==> src/sv/plnpt_pkg.sv <==
`timescale 1ns / 1ps
`default_nettype none
package plnpt_pkg;

    localparam int CORDIC_STEPS = 20;
    localparam int ZW           = 25;
    localparam int DEG180       = 2949120;
    localparam int HEAD_MAX     = 23040;
    localparam int HEAD_EAST    = 11520;
    localparam int HEAD_NORTH   = 17280;
    localparam int HEAD_SOUTH   = 5760;
    localparam int HEAD_W       = 15;
    localparam int IDX_OUT_W    = 12;
    localparam int HINT_W       = 13;
    localparam int WIN_W        = 12;

    typedef struct packed {
        logic take;
        logic bwd_start;
        logic rd_best;
        logic rd_next;
        logic cap_next;
        logic cord_init;
        logic cord_step;
        logic load_result;
    } plnpt_cmd_t;

    typedef struct packed {
        logic req_query;
        logic query_err;
        logic full_scan;
        logic scan_busy;
        logic cord_last;
        logic out_free;
    } plnpt_stat_t;

    // arctan(2^-i) in 2^-14 degree
    function automatic logic [19:0] atan_lut(input logic [4:0] i);
        logic [19:0] r;
        begin
            unique case (i)
                5'd0:    r = 20'd737280;
                5'd1:    r = 20'd435242;
                5'd2:    r = 20'd229970;
                5'd3:    r = 20'd116736;
                5'd4:    r = 20'd58595;
                5'd5:    r = 20'd29326;
                5'd6:    r = 20'd14667;
                5'd7:    r = 20'd7334;
                5'd8:    r = 20'd3667;
                5'd9:    r = 20'd1833;
                5'd10:   r = 20'd917;
                5'd11:   r = 20'd458;
                5'd12:   r = 20'd229;
                5'd13:   r = 20'd115;
                5'd14:   r = 20'd57;
                5'd15:   r = 20'd29;
                5'd16:   r = 20'd14;
                5'd17:   r = 20'd7;
                5'd18:   r = 20'd4;
                5'd19:   r = 20'd2;
                default: r = 20'd0;
            endcase
            return r;
        end
    endfunction

endpackage
`default_nettype wire

==> src/sv/plnpt_ctrl.sv <==
`timescale 1ns / 1ps
`default_nettype none
module plnpt_ctrl
    import plnpt_pkg::*;
(
    input  wire logic        clk,
    input  wire logic        rst_n,
    input  wire logic        s_tvalid,
    output logic             s_tready,
    input  wire plnpt_stat_t st,
    output plnpt_cmd_t       cmd
);

    typedef enum logic [8:0] {
        S_IDLE  = 9'b000000001,
        S_FWD   = 9'b000000010,
        S_BWD   = 9'b000000100,
        S_RDB   = 9'b000001000,
        S_RDN   = 9'b000010000,
        S_RDW   = 9'b000100000,
        S_CINIT = 9'b001000000,
        S_CORD  = 9'b010000000,
        S_DONE  = 9'b100000000
    } state_t;

    state_t state_reg, state_next;

    assign s_tready = (state_reg == S_IDLE);

    always_comb
    begin
        state_next = state_reg;
        cmd        = '0;
        unique case (state_reg)
            S_IDLE:
            begin
                cmd.take = s_tvalid;
                if (s_tvalid && st.req_query)
                begin
                    state_next = st.query_err ? S_DONE : S_FWD;
                end
            end
            S_FWD:
            begin
                if (!st.scan_busy)
                begin
                    if (st.full_scan)
                    begin
                        state_next = S_RDB;
                    end
                    else
                    begin
                        cmd.bwd_start = 1'b1;
                        state_next    = S_BWD;
                    end
                end
            end
            S_BWD:
            begin
                if (!st.scan_busy)
                begin
                    state_next = S_RDB;
                end
            end
            S_RDB:
            begin
                cmd.rd_best = 1'b1;
                state_next  = S_RDN;
            end
            S_RDN:
            begin
                cmd.rd_next = 1'b1;
                state_next  = S_RDW;
            end
            S_RDW:
            begin
                cmd.cap_next = 1'b1;
                state_next   = S_CINIT;
            end
            S_CINIT:
            begin
                cmd.cord_init = 1'b1;
                state_next    = S_CORD;
            end
            S_CORD:
            begin
                cmd.cord_step = 1'b1;
                if (st.cord_last)
                begin
                    state_next = S_DONE;
                end
            end
            S_DONE:
            begin
                if (st.out_free)
                begin
                    cmd.load_result = 1'b1;
                    state_next      = S_IDLE;
                end
            end
            default:
            begin
                state_next = S_IDLE;
            end
        endcase
    end

    always_ff @(posedge clk or negedge rst_n)
    begin
        if (!rst_n)
        begin
            state_reg <= S_IDLE;
        end
        else
        begin
            state_reg <= state_next;
        end
    end

    a_load_free: assert property (@(posedge clk) disable iff (!rst_n)
        cmd.load_result |-> st.out_free)
        else $error("result loaded over a pending transfer");

    a_err_done: assert property (@(posedge clk) disable iff (!rst_n)
        (cmd.take && st.req_query && st.query_err) |=> (state_reg == S_DONE))
        else $error("bad query did not go straight to result");

    a_bwd_idle: assert property (@(posedge clk) disable iff (!rst_n)
        cmd.bwd_start |-> (!st.scan_busy && !st.full_scan))
        else $error("backward scan started while forward scan busy");

endmodule
`default_nettype wire

==> config.mk <==
export PLATFORM = sky130hd
export DESIGN_NAME = plnpt_ctrl
export DESIGN_NICKNAME = d
export VERILOG_FILES = /design/src/sv/plnpt_pkg.sv /design/src/sv/plnpt_ctrl.sv
export SDC_FILE = /design/constraint.sdc
export NUM_CORES = 1
export LEC_CHECK = 0
export ABC_CLOCK_PERIOD_IN_PS = 3800
export BUFFER_PORTS_ARGS = -buffer_cell sky130_fd_sc_hd__buf_2
export CORE_AREA = 5 5 42 44
export CTS_CLUSTER_SIZE = 12
export DETAILED_ROUTE_END_ITERATION = 10
export DIE_AREA = 0 0 47 49
export PLACE_DENSITY_LB_ADDON = 0.3
export SYNTH_ARGS = -nofsm -noshare
export SYNTH_HDL_FRONTEND = slang
export SYNTH_SLANG_ARGS = --single-unit
==> constraint.sdc <==
create_clock -name clk -period 3.8 [get_ports clk]
set_input_delay 0.76 -clock clk [delete_from_list [all_inputs] [get_ports clk]]
set_output_delay 0.76 -clock clk [all_outputs]
set_load 0.05 [all_outputs]
==> results of run 1 <==
==> through the flow <==
step	power, mW	cells	hold WS, ns	util (%)
final	0.4793	104	0.3329	56.43
after floorplan	0.3569	70	0.4644	-
after CTS	0.4834	104	0.3417	56.43
after global routing	0.5148	104	0.3454	56.43
after global placement	0.4031	100	0.5950	54.55
after detailed placement	0.4049	100	0.5929	54.55
==> worst register-to-register path, stage by stage (launching register included) <==
cell and delay (ns):
dfrtp_1 0.49, nor4_4 0.38, nand2_2 0.10, o32ai_4 0.31, a21oi_2 0.09, mux2_4 0.31
==> worst paths after layout <==
path | slack [ns] | startpoint | end
max | 0.97 | state_reg[6] | cmd[6]
min | 0.33 | rst_n | state_reg[5]
max reg2reg | 2.00 | state_reg[2] | state_reg[2]
min reg2reg | 0.60 | state_reg[4] | state_reg[6]
max in group asynchronous | 3.22 | rst_n | state_reg[0]
min in group clk | 0.60 | state_reg[4] | state_reg[6]
==> power groups by stage <==
stage	clock, mW	sequential (mW)	combinational [mW]
final	0.0765	0.143	0.259
after CTS	0.0773	0.143	0.263
after floorplan	0	0.138	0.219
after global placement	0	0.144	0.259
after detailed placement	0	0.145	0.260
after global routing	0.0849	0.146	0.284
==> logic make-up after synthesis <==
| logic type | count (synthesis) | share of synthesized area, % |
|---|---|---|
| buf+inv | 5 | 4.227 |
| mux | 1 | 2.205 |
| xor+xnor | 3 | 3.861 |
| compound gates | 12 | 15.99 |
| simple gates | 40 | 40.44 |
| flops | 9 | 33.27 |
==> synthesized netlist by cell type (2+ instances only) <==
cell / count / area share, %
nor2_1: 10 / 5.5
o31ai_1: 2 / 2.2
nor3b_1: 5 / 5.5
a21oi_1: 2 / 1.5
nor3_1: 3 / 2.2
xnor2_1: 2 / 2.6
nand3b_1: 2 / 2.2
nand2_1: 5 / 2.8
dfrtp_1: 8 / 29
o2bb2ai_1: 2 / 2.6
inv_1: 2 / 1.1
==> routing by layer <==
metal  track usage [%]  vias to the layer above  share of wire (%)
li1                  -                      293                  -
met1             19.00                      266                 48
met2             18.78                       19                 43
met3             2.214                        5                5.3
met4             11.06                        0                3.8
met5                 0                        -                  0
==> cells in the final DEF, fill, tap and decap left out, types with 2 or more instances in the layout <==
cell type and instances:
a21oi_1 2, buf_2 17, clkbuf_4 3, dfrtp_1 8
inv_1 2, nand2_1 5, nand3b_1 2, nor2_1 10
nor3_1 3, nor3b_1 5, o2bb2ai_1 2, o31ai_1 2
xnor2_1 2
==> final cells by class <==
type,instances,area [sq um],area share (%)
clock buffer,4,26.28,3.323
inverter,2,7.507,0.9494
multi-input combinational,56,425.4,53.80
sequential,9,226.5,28.64
tap,16,20.02,2.532
timing repair buffer,17,85.08,10.76
==> impl_metrics.env, run 1 <==
export IMPL_seqPwrFrac_pct=29.9
export IMPL_synth_cells=70
export IMPL_drt_antenna_violating_nets=0
export IMPL_antenna_found_initial=0
export IMPL_grt_pass1_wl_mm=2.290
export IMPL_portBuffers=17
export IMPL_avgSynthCellArea_sq_um=9.724
export IMPL_clock_path_buffers=2
export IMPL_worstSetupPathType="flop to output pin"
export IMPL_vdd_drop_max_uv=394.8
export IMPL_synth_edf_count=0
export IMPL_synth_area_sq_um=680.7
export IMPL_initial_core_util_pct=48.57
export IMPL_ys_flop_type="dfrtp_1"
export IMPL_crit_slowest_cell="dfrtp_1"
export IMPL_cts_tree="yes"
export IMPL_cp_end_kind="output pin"
export IMPL_nFillCells=141
export IMPL_via_per_inst=5.606
export IMPL_clk_latency_ns=0.27
export IMPL_place_ws_ns=1.275
export IMPL_yosysWarningCount=0
export IMPL_rsz0062_at_grt="no"
export IMPL_drtIter0Drc=11
export IMPL_p_comb_share_pct=54.1
export IMPL_fin_skew_ns=0.0002741
export IMPL_final_cell_area_sq_um=790.8
export IMPL_antenna_cells=0
export IMPL_final_hold_viol_count=0
export IMPL_worstMarginPinSlew_ns=0.3839
export IMPL_grt_pass1_vias=544
export IMPL_p_clk_share_pct=16.0
export IMPL_cp_buffers_inverters=1
export IMPL_cpPeakStageDelay_ns=0.51
export IMPL_required_ns=3.04
export IMPL_final_max_slew_viol_count=0
export IMPL_syn_nets=79
export IMPL_setup_viol=0
export IMPL_fin_ws_ns=0.9706
export IMPL_grt_usage_pct=14.00
export IMPL_nets=98
export IMPL_detail_route_drc_violations=0
export IMPL_fin_crit_sh_pct=74.46
export IMPL_die_x_um=47
export IMPL_switching_power_mw=0.2301
export IMPL_vias=583
export IMPL_start_kind="flop"
export IMPL_die_y_um=49
export IMPL_routed_wl_mm=1.386
export IMPL_tns_ns=0
export IMPL_synth_seq_area_share_pct=33.27
export IMPL_dp_hpwl_mm=1.071
export IMPL_ios=18
export IMPL_path_max_fanout=7
export IMPL_p_leak_nw=0.3586
export IMPL_p_per_area_nw_per_um2=606.1
export IMPL_cp_depth=5
export IMPL_critPathTopFamily="simple AND/OR/NAND/NOR gates"
export IMPL_reg2regPathDepth=5
export IMPL_synth_seq_cells=9
export IMPL_slew_headroom_pct=74.08
export IMPL_max_freq_ghz=0.3534
export IMPL_wl_per_cell_um=13.33
export IMPL_hp_class="input pin to async pin"
export IMPL_dr_pass1_iters=4
export IMPL_num_rows=14
export IMPL_max_cap_viol_count=0
export IMPL_arrival_ns=2.07
export IMPL_area_delta_synth_final_pct=16.18
export IMPL_numCtsBuffers=3
export IMPL_synth_distinct_cells=38
export IMPL_cts_resized=0
export IMPL_die_area_sq_um=2303
export IMPL_status="complete, no violations"
export IMPL_clkSinkCount=9
export IMPL_swShare_pct=48.01
export IMPL_holdBufCountCts=0
export IMPL_grt_remaining_overflow=0
export IMPL_placed_area_sq_um=764.5
export IMPL_grt_max_degree=10
export IMPL_cts_root_buf="clkbuf_4"
export IMPL_async_flop_share_pct=100.0
export IMPL_post_cts_buffers=0
export IMPL_largest_reg_flops=9
export IMPL_htree_levels=1
export IMPL_clk_pin_slew_ns=0.06
export IMPL_intPower_mw=0.2492
export IMPL_period_minus_slack_ns=2.829
export IMPL_gp_congestion=0.8122
export IMPL_cp_cell_sequence="nor3_4 > nand3_1 > or3_1 > nor3_1 > buf_2"
export IMPL_core_sq_um=1401
export IMPL_drive_gt1_share_pct=36.36
Power figures use the tool's default switching activity.
==> inputs of run 2 (changes only) <==
- ABC_AREA: unset -> 1
- ABC_CLOCK_PERIOD_IN_PS: 3800 -> 2600
- CORE_AREA: 5 5 42 44 -> unset
- CORE_MARGIN: unset -> 5
- CORE_UTILIZATION: unset -> 45
- DIE_AREA: 0 0 47 49 -> unset
- clock period: 3.8 -> 2.6 ns (I/O delays scaled with it)
==> impl_metrics.env, run 2 <==
export IMPL_synth_seq_area_share_pct=33.27
export IMPL_tns_ns=0
export IMPL_holdBufCountCts=0
export IMPL_largest_reg_flops=9
export IMPL_synth_edf_count=0
export IMPL_place_inst=141
export IMPL_drive_gt1_share_pct=26.36
export IMPL_layout_commonest_cell="nand2_1"
export IMPL_syn_nets=117
export IMPL_avgSynthCellArea_sq_um=6.302
export IMPL_fin_ws_ns=0.5003
export IMPL_place_ws_ns=0.7696
export IMPL_synthTopCellsByCount="nand2_1, inv_1, nor2_1"
export IMPL_dr_pass1_iters=4
export IMPL_critPathTopFamily="simple AND/OR/NAND/NOR gates"
export IMPL_worstMarginPinSlew_ns=0.2508
export IMPL_cpPeakStageDelay_ns=0.40
export IMPL_status="complete, no violations"
export IMPL_synthTopCellsByArea="dfrtp_1, nand2_1, inv_1"
export IMPL_nFillCells=151
export IMPL_r2r_start="state_reg[0]"
export IMPL_p_per_area_nw_per_um2=954.9
export IMPL_clk_latency_ns=0.27
export IMPL_area_delta_synth_final_pct=19.30
export IMPL_r2r_setup_slack_ns=1.26
export IMPL_yosysWarningCount=0
export IMPL_ys_flop_type="dfrtp_1"
export IMPL_routed_wl_mm=1.377
export IMPL_r2r_end="state_reg[8]"
export IMPL_die_area_sq_um=2390
export IMPL_cp_end_kind="output pin"
export IMPL_wl_per_cell_um=9.497
export IMPL_ios=18
export IMPL_final_hold_viol_count=0
export IMPL_final_cell_mix="nand2_1, inv_1, nor2_1"
export IMPL_antenna_found_initial=0
export IMPL_setup_viol=0
export IMPL_cts_resized=0
export IMPL_synth_area_sq_um=680.7
export IMPL_worstSetupPathType="flop to output pin"
export IMPL_vdd_drop_max_uv=642.2
export IMPL_max_freq_ghz=0.4762
export IMPL_numCtsBuffers=3
export IMPL_post_route_util_pct=55.19
export IMPL_clock_path_buffers=2
export IMPL_required_ns=2.08
export IMPL_cp_depth=6
export IMPL_num_rows=14
export IMPL_slew_headroom_pct=83.39
export IMPL_reg2regPathDepth=7
export IMPL_die_x_um=48.89
export IMPL_start_kind="flop"
export IMPL_initial_core_util_pct=46.26
export IMPL_drt_antenna_violating_nets=0
export IMPL_cp_buffers_inverters=2
export IMPL_synth_most_common_cell="nand2_1"
export IMPL_grt_remaining_overflow=0
export IMPL_period_minus_slack_ns=2.100
export IMPL_p_total_mw=0.7754
export IMPL_die_y_um=48.89
export IMPL_drtIter0Drc=19
export IMPL_detail_route_drc_violations=0
export IMPL_cts_tree="yes"
export IMPL_p_leak_nw=0.5036
export IMPL_crit_slowest_cell="dfrtp_1"
export IMPL_instances_no_fill=145
export IMPL_portBuffers=17
export IMPL_synth_top_area_share_pct=29.41
export IMPL_core_sq_um=1471
export IMPL_grt_pass1_wl_mm=2.456
export IMPL_max_cap_viol_count=0
export IMPL_antenna_cells=0
export IMPL_synth_top_area_cell="dfrtp_1"
export IMPL_nets=139
export IMPL_arrival_ns=1.58
export IMPL_gp_congestion=0.8200
export IMPL_rsz0062_at_grt="no"
export IMPL_final_max_slew_viol_count=0
export IMPL_fin_crit_sh_pct=80.76
export IMPL_synth_cells=108
export IMPL_htree_levels=1
export IMPL_path_max_fanout=6
export IMPL_grt_max_degree=10
export IMPL_async_flop_share_pct=100.0
export IMPL_synth_seq_cells=9
export IMPL_via_per_inst=4.703
export IMPL_critPathLaunch="state_reg[1]"
export IMPL_final_cell_area_sq_um=812.0
export IMPL_post_cts_buffers=0
export IMPL_fin_skew_ns=0.003977
export IMPL_multi_input_area_sq_um=371.6
export IMPL_cts_root_buf="clkbuf_4"
export IMPL_hold_slack_ns=0.08882
export IMPL_cp_cell_sequence="nor2_2 > nand2_2 > nor2_4 > inv_1 > nor3_1 > buf_2"
export IMPL_dp_hpwl_mm=1.146
export IMPL_clk_pin_slew_ns=0.06
export IMPL_grt_usage_pct=13.48
export IMPL_synth_distinct_cells=16
export IMPL_grt_pass1_vias=637
export IMPL_hp_class="input pin to async pin"
export IMPL_placed_area_sq_um=785.8
export IMPL_seqCellArea_sq_um=226.5
export IMPL_clkSinkCount=9
export IMPL_vias=682
run 2: changes by cell type after synthesis, moves of 3 or more:
cell     delta
inv_1      +18
nor2_1      +8
nand2_1    +26
nor2_2      +3
nor3b_1     -5
nor3_1      +5
o21ai_0     +3
run 2: worst max-delay path by stage:
stage	end	slack, ns
2_1_floorplan	cmd[3]	0.21
3_3_place_gp	cmd[3]	0.80
3_5_place_dp	cmd[3]	0.77
4_1_cts	cmd[3]	0.47
5_1_grt	cmd[3]	0.35
6_report	cmd[3]	0.50
run 2: layout make-up:
cell class | count | area share [%]
flip-flops and latches | 9 | 27.89
multi-input cells | 77 | 45.76
clock buffers | 4 | 3.236
repair buffers | 17 | 10.48
well taps | 16 | 2.465
inverters | 22 | 10.17
run 2: kinds of logic (layout without fill, tap and decap cells):
| logic type | after synthesis | after routing | share of synthesized area [%] |
|---|---|---|---|
| simple gates | 70 | 70 | 48.16 |
| compound gates | 7 | 7 | 6.432 |
| flops | 9 | 9 | 33.27 |
| buf+inv | 22 | 43 | 12.13 |
run 2: routing by layer:
| metal | vias to the layer above | wire [um] | GRT usage [%] | part of all wire, % |
|---|---|---|---|---|
| met2 | 19 | 580 | 18.48 | 42 |
| li1 | 369 | - | - | - |
| met1 | 289 | 652 | 16.98 | 47 |
| met3 | 5 | 80 | 2.446 | 5.8 |
| met4 | 0 | 64 | 13.45 | 4.6 |
| met5 | - | 0 | 0 | 0 |
run 2: power by group:
group	switching (mW)	internal [mW]	leakage [nW]
Sequential	0.0297	0.175	0.121
Clock	0.0509	0.0593	0.0150
Combinational	0.324	0.136	0.368
Total	0.405	0.370	0.504
==> inputs of run 3 (changes only) <==
- ABC_CLOCK_PERIOD_IN_PS: 2600 -> 1900
- clock period: 2.6 -> 1.9 ns (I/O delays scaled with it)
==> impl_metrics.env, run 3 (synthesis results as in run 2) <==
export IMPL_clock_path_buffers=2
export IMPL_critPathTopFamily="simple AND/OR/NAND/NOR gates"
export IMPL_p_per_area_nw_per_um2=1336
export IMPL_final_cell_mix="nand2_1, inv_1, nor2_1"
export IMPL_cp_cell_sequence="nor2_1 > nand2_2 > nor2_4 > nand2_1 > nor3_2 > buf_6"
export IMPL_holdPathStages=4
export IMPL_setup_viol=0
export IMPL_met1_usage_pct=17.76
export IMPL_die_area_sq_um=2390
export IMPL_instances_no_fill=150
export IMPL_antenna_found_initial=0
export IMPL_p_comb_share_pct=65.6
export IMPL_dp_hpwl_mm=1.201
export IMPL_seqPwrFrac_pct=22.4
export IMPL_intPower_mw=0.6406
export IMPL_num_rows=14
export IMPL_fin_skew_ns=0.002059
export IMPL_cp_end_kind="output pin"
export IMPL_grt_pass1_wl_mm=2.746
export IMPL_drt_antenna_violating_nets=0
export IMPL_numCtsBuffers=3
export IMPL_cpPeakStageDelay_ns=0.39
export IMPL_met2_usage_pct=21.74
export IMPL_grt_usage_pct=14.30
export IMPL_htree_levels=1
export IMPL_area_delta_synth_final_pct=38.60
export IMPL_grt_util_met3_pct=1.835
export IMPL_p_total_mw=1.261
export IMPL_crit_slowest_cell="dfrtp_1"
export IMPL_cts_tree="yes"
export IMPL_drtIter0Drc=7
export IMPL_max_freq_ghz=0.5366
export IMPL_rsz0062_at_grt="yes"
export IMPL_reg2regPathDepth=9
export IMPL_portBuffers=17
export IMPL_busiest_layer="met2"
export IMPL_r2r_start="state_reg[0]"
export IMPL_nFillCells=143
export IMPL_critPathLaunch="state_reg[7]"
export IMPL_vdd_drop_max_uv=1024
export IMPL_holdCritStartpoint="st[1]"
export IMPL_cts_root_buf="clkbuf_4"
export IMPL_drive_gt1_share_pct=35.82
export IMPL_core_sq_um=1471
export IMPL_worstSetupPathType="flop to output pin"
export IMPL_switching_power_mw=0.6200
export IMPL_via_per_inst=4.860
export IMPL_path_max_fanout=5
export IMPL_routed_wl_mm=1.590
export IMPL_ios=18
export IMPL_status="complete, no violations"
export IMPL_wl_per_cell_um=10.60
export IMPL_grt_remaining_overflow=0
export IMPL_final_max_slew_viol_count=0
export IMPL_place_inst=141
export IMPL_largest_reg_flops=9
export IMPL_layout_commonest_cell="nand2_1"
export IMPL_p_leak_nw=0.5368
export IMPL_final_hold_viol_count=0
export IMPL_swShare_pct=49.18
export IMPL_die_x_um=48.89
export IMPL_tns_ns=0
export IMPL_grt_max_degree=10
export IMPL_dr_pass1_iters=4
export IMPL_worstMarginPinSlew_ns=0.2551
export IMPL_detail_route_drc_violations=0
export IMPL_p_clk_share_pct=12.0
export IMPL_clkSinkCount=9
export IMPL_nets=144
export IMPL_max_cap_viol_count=0
export IMPL_arrival_ns=1.48
export IMPL_hp_class="input pin to flop"
export IMPL_initial_core_util_pct=46.26
export IMPL_gp_congestion=0.7955
export IMPL_fin_crit_sh_pct=98.08
export IMPL_slew_headroom_pct=82.86
export IMPL_clk_pin_slew_ns=0.06
export IMPL_grt_pass1_vias=700
export IMPL_required_ns=1.52
export IMPL_clk_latency_ns=0.26
export IMPL_start_kind="flop"
export IMPL_vias=729
export IMPL_antenna_cells=0
export IMPL_r2r_setup_slack_ns=0.40
export IMPL_period_minus_slack_ns=1.864
export IMPL_hold_end="state_reg[7]"
export IMPL_die_y_um=48.89
export IMPL_r2r_end="state_reg[1]"
export IMPL_cp_buffers_inverters=1
==> run 3: routing by layer <==
metal,up-vias,routed length [um]
met4,0,51
met3,6,84
met2,19,750
li1,380,-
met1,324,705
met5,-,0
==> run 3: cell type report <==
cell class | count | area (sq um) | share of cell area [%]
Clock buffer | 4 | 26.28 | 2.785
Multi-Input combinational cell | 77 | 401.6 | 42.57
Timing Repair Buffer | 22 | 186.4 | 19.76
Inverter | 22 | 82.58 | 8.753
Tap cell | 16 | 20.02 | 2.122
Sequential cell | 9 | 226.5 | 24.01
==> run 3: repair_timing <==
item | 4_1_cts | 5_1_grt
setup buffers | 2 | 2
hold endpoints to repair | 8 | 0
pin swaps | 2 | 1
hold buffers | 1 | 0
endpoints found under the setup margin | 3 | 9
resized for setup | 3 | 26
==> run 3: worst max-delay path by stage <==
stage          slack, ns  cells past startpoint  endpoint
2_1_floorplan      -0.35                      5    cmd[3]
3_3_place_gp        0.24                      6    cmd[3]
3_5_place_dp        0.20                      6    cmd[4]
5_1_grt            -0.05                      6    cmd[6]
4_1_cts            0.008                      6    cmd[4]
6_report            0.04                      6    cmd[6]
==> run 3: metrics by stage <==
stage	area, sq um	hold slack (ns)	worst slack, ns	utilization (%)
2_1_floorplan	690.7	0.08441	-0.3526	-
3_3_place_gp	795.8	0.2379	0.2440	54.08
3_5_place_dp	795.8	0.2414	0.2020	54.08
4_1_cts	867.1	0.3925	0.008149	58.93
5_1_grt	943.4	0.4057	-0.05417	64.12
6_report	943.4	0.3915	0.03640	64.12
==> run 3: worst min-delay path: stages <==
cell     delay (ns)
buf_2          0.07
inv_1          0.04
nand3_2        0.08
nand2_1        0.05
==> run 3: power groups by stage <==
stage | Combinational, mW | Clock (mW) | Sequential [mW]
2_1_floorplan | 0.530 | 0 | 0.277
3_3_place_gp | 0.639 | 0 | 0.283
3_5_place_dp | 0.639 | 0 | 0.284
4_1_cts | 0.736 | 0.152 | 0.281
5_1_grt | 0.922 | 0.165 | 0.288
6_report | 0.828 | 0.151 | 0.282
